### config.mk
export PLATFORM = sky130hd
export DESIGN_NAME = esm_delay
export DESIGN_NICKNAME = d
export VERILOG_FILES = /design/src/hw/rtl/esm_delay.sv
export SDC_FILE = /design/constraint.sdc
export NUM_CORES = 1
export LEC_CHECK = 0
export CORE_MARGIN = 8
export CORE_UTILIZATION = 57
export CTS_BUF_LIST = sky130_fd_sc_hd__clkbuf_4 sky130_fd_sc_hd__clkbuf_8 sky130_fd_sc_hd__clkbuf_16
export DETAILED_ROUTE_END_ITERATION = 8
export DONT_BUFFER_PORTS = 1
export HOLD_SLACK_MARGIN = 0.05
export PLACE_DENSITY = 0.73
export SLEW_MARGIN = 20
export SYNTH_ARGS = -nofsm -noshare
export SYNTH_HDL_FRONTEND = slang
export SYNTH_SLANG_ARGS = --single-unit
### constraint.sdc
create_clock -name aclk -period 0.84 [get_ports aclk]
set_clock_uncertainty 0.15 [all_clocks]
set_input_delay 0.126 -clock aclk [delete_from_list [all_inputs] [get_ports aclk]]
set_output_delay 0.126 -clock aclk [all_outputs]
set_load 0.02 [all_outputs]
### src/hw/rtl/esm_delay.sv
module esm_delay #(
    parameter int W   = 8,
    parameter int LAT = 4
) (
    input  logic         aclk,
    input  logic         en,
    input  logic [W-1:0] din,
    output logic [W-1:0] dout
);
    logic [W-1:0] sh_reg [0:LAT-1];

    always_ff @(posedge aclk) begin
        if (en) begin
            sh_reg[0] <= din;
            for (int i = 1; i < LAT; i++) begin
                sh_reg[i] <= sh_reg[i-1];
            end
        end
    end

    assign dout = sh_reg[LAT-1];
endmodule

==> flow_metrics.tcl <==
set metrics [dict create \
    rsz0062_at_grt "true" \
    global_route_wire_length_before_repair_mm 1.60 \
    cts.sink_count 32 \
    synth-seq-area-share_pct 100 \
    layout.comb_gates.multi_input 0 \
    cts-hold-fix-buffers 8 \
    synth_area_leader_cell "edfxtp_1" \
    clock_tree.htree_level_count 2 \
    floorplan.io_pins 18 \
    worstPathRequired_ns 0.56 \
    io_buffers 0 \
    final_hold_viol_count 32 \
    post-synth-top-area-fraction_pct 100 \
    seq_area_um2 961 \
    dieWidth_um 57.1 \
    yosys_warnings 0 \
    largest_reg_flops 32 \
    cts_max_path_buffers 2 \
    drt-pass1-iter-count 3 \
    final.hold.worst_slack_ns -0.228 \
    clkSlewWorstSetupHoldPaths_ns 0.09 \
    num-nets-final 57 \
    cts_inserted_buffers 5 \
    cts_tree "done" \
    gp_congestion 0.588 \
    timing.critical_path.fanout_max 1 \
    antenna-diode-count 0 \
    vdd_drop_max_uv 1690 \
    timing.max_slew.rel_slack_pct 86.2 \
    synthTopCellsByArea "edfxtp_1 (100%)" \
    setup_ws_ns -0.229 \
    finalWorstPathRequiredPeriod_ns 1.07 \
    antenna_found_initial 0 \
    layout.filler_cells 122 \
    grt_start_max_net_pins 33 \
    synth.top_cells.by_count "edfxtp_1 (32)" \
    ys_types 1 \
    cts_root_buf "clkbuf_4" \
    synth_most_common_cell "edfxtp_1" \
    fp.coreArea_um2 1650 \
    netlist_area_um2 961 \
    post-route-util_pct 67.0 \
    initial_core_util_pct 58.2 \
    fmaxAchievable_mhz 935 \
    post_route_cells_drive_above_1_share_pct 10.6 \
    die-area_um2 3260 \
    result_of_the_run "finished with violations" \
    arrival_ns 0.79 \
    grt-ovfl-total 0 \
    synth_edf_count 32 \
    most_common_flop_cell_mapped_by_yosys "edfxtp_1" \
    route.final.wire_length_mm 1.03 \
    final_period_utilization_pct 127 \
    multi_input_comb_area_um2 0 \
    track_usage_pct 7.08 \
    detailroute.via_count 331 \
    grt_pass1_vias 367 \
    avgRoutedWirePerCell_um 16.0 \
    clkLatencyLatePin_ns 0.31 \
    min-delay-path-class "input port to register" \
    detail_routed_via_count_per_cell 5.17 \
    area_growth_syn_to_layout_pct 15.2 \
    initialDrtViolationCount 9 \
    postSynthNetCount 42 \
    final-max-slew-violation-count 0 \
    synth-async-reset-ratio_pct 0 \
    setup_fix_buffers_added_after_clock_tree_synthesis 0 \
    critPathKind "register to primary output" \
    final-setup-viol-count 8 \
    critPathLaunchType "register" \
    ys_seq_elements 32 \
    violated_checks "hold timing, setup timing" \
    end_kind "primary output" \
    num_rows 15 \
    maximum_capacitance_violations 0 \
    die_height_um 57.1 \
    fin_tns_setup_ns -1.80 \
    postCtsResizedCells 0 \
    power_density_nw_per_um2 2420 \
    worstMarginPinSlew_ns 0.207 \
    drc 0 \
    drtAntennaViolNets 0 \
    per_instance_average_area_after_synthesis_um2 30.0 \
    p_leak_nw 0.373 \
    netlist_instances 32 \
]
## final cells by class
type                  instances  share of cell area, %
clock buffer                  5                   3.39
clock inverter                2                  0.678
sequential                   32                   86.8
tap                          17                   1.92
timing repair buffer          8                   7.23
## per-stage QoR
step,worst slack (ns),power [mW],instances,area [um^2]
2_1_floorplan,0.101,1.96,32,961
3_3_place_gp,0.0991,1.97,49,982
3_5_place_dp,0.0664,1.97,49,982
4_1_cts,-0.250,2.70,64,1110
5_1_grt,-0.272,2.80,64,1110
6_report,-0.229,2.68,64,1110
## layer usage
layer	up-vias	track usage, %	part of all wire [%]
li1	159	-	-
met1	146	5.63	38
met2	23	10.4	48
met3	3	6.21	12
met4	0	6.04	1.7
met5	-	0	0
## what timing repair did
item,4_1_cts,5_1_grt
endpoints found under the setup margin,8,8
hold endpoints to repair,40,32
cloned,0,0
## report_power, final
part           internal (mW)  switching (mW)  leakage [nW]
sequential              1.88          0.0541         0.313
clock                  0.291           0.426        0.0261
combinational         0.0247         0.00602        0.0334
total                   2.20           0.486         0.373
## logic make-up (layout without fill, tap and decap cells)
logic type,count (synthesis),count (layout),share of synthesized area (%)
flops,32,32,100
buf+inv,0,15,0
## layout by cell type (no fill, tap or decap)
master / count
clkbuf_4: 5
clkinv_1: 2
dlygate4sd3_1: 8
edfxtp_1: 32
## worst paths after layout
path | from | to | depth (start not counted) | slack [ns]
max | sh_reg[3][0] | dout[0] | 0 | -0.23
max reg2reg | sh_reg[0][0] | sh_reg[1][0] | 0 | 0.04
min reg2reg | sh_reg[1][5] | sh_reg[2][5] | 0 | 0.27
min | en | sh_reg[1][0] | 0 | -0.23
Power figures use the tool's default switching activity.
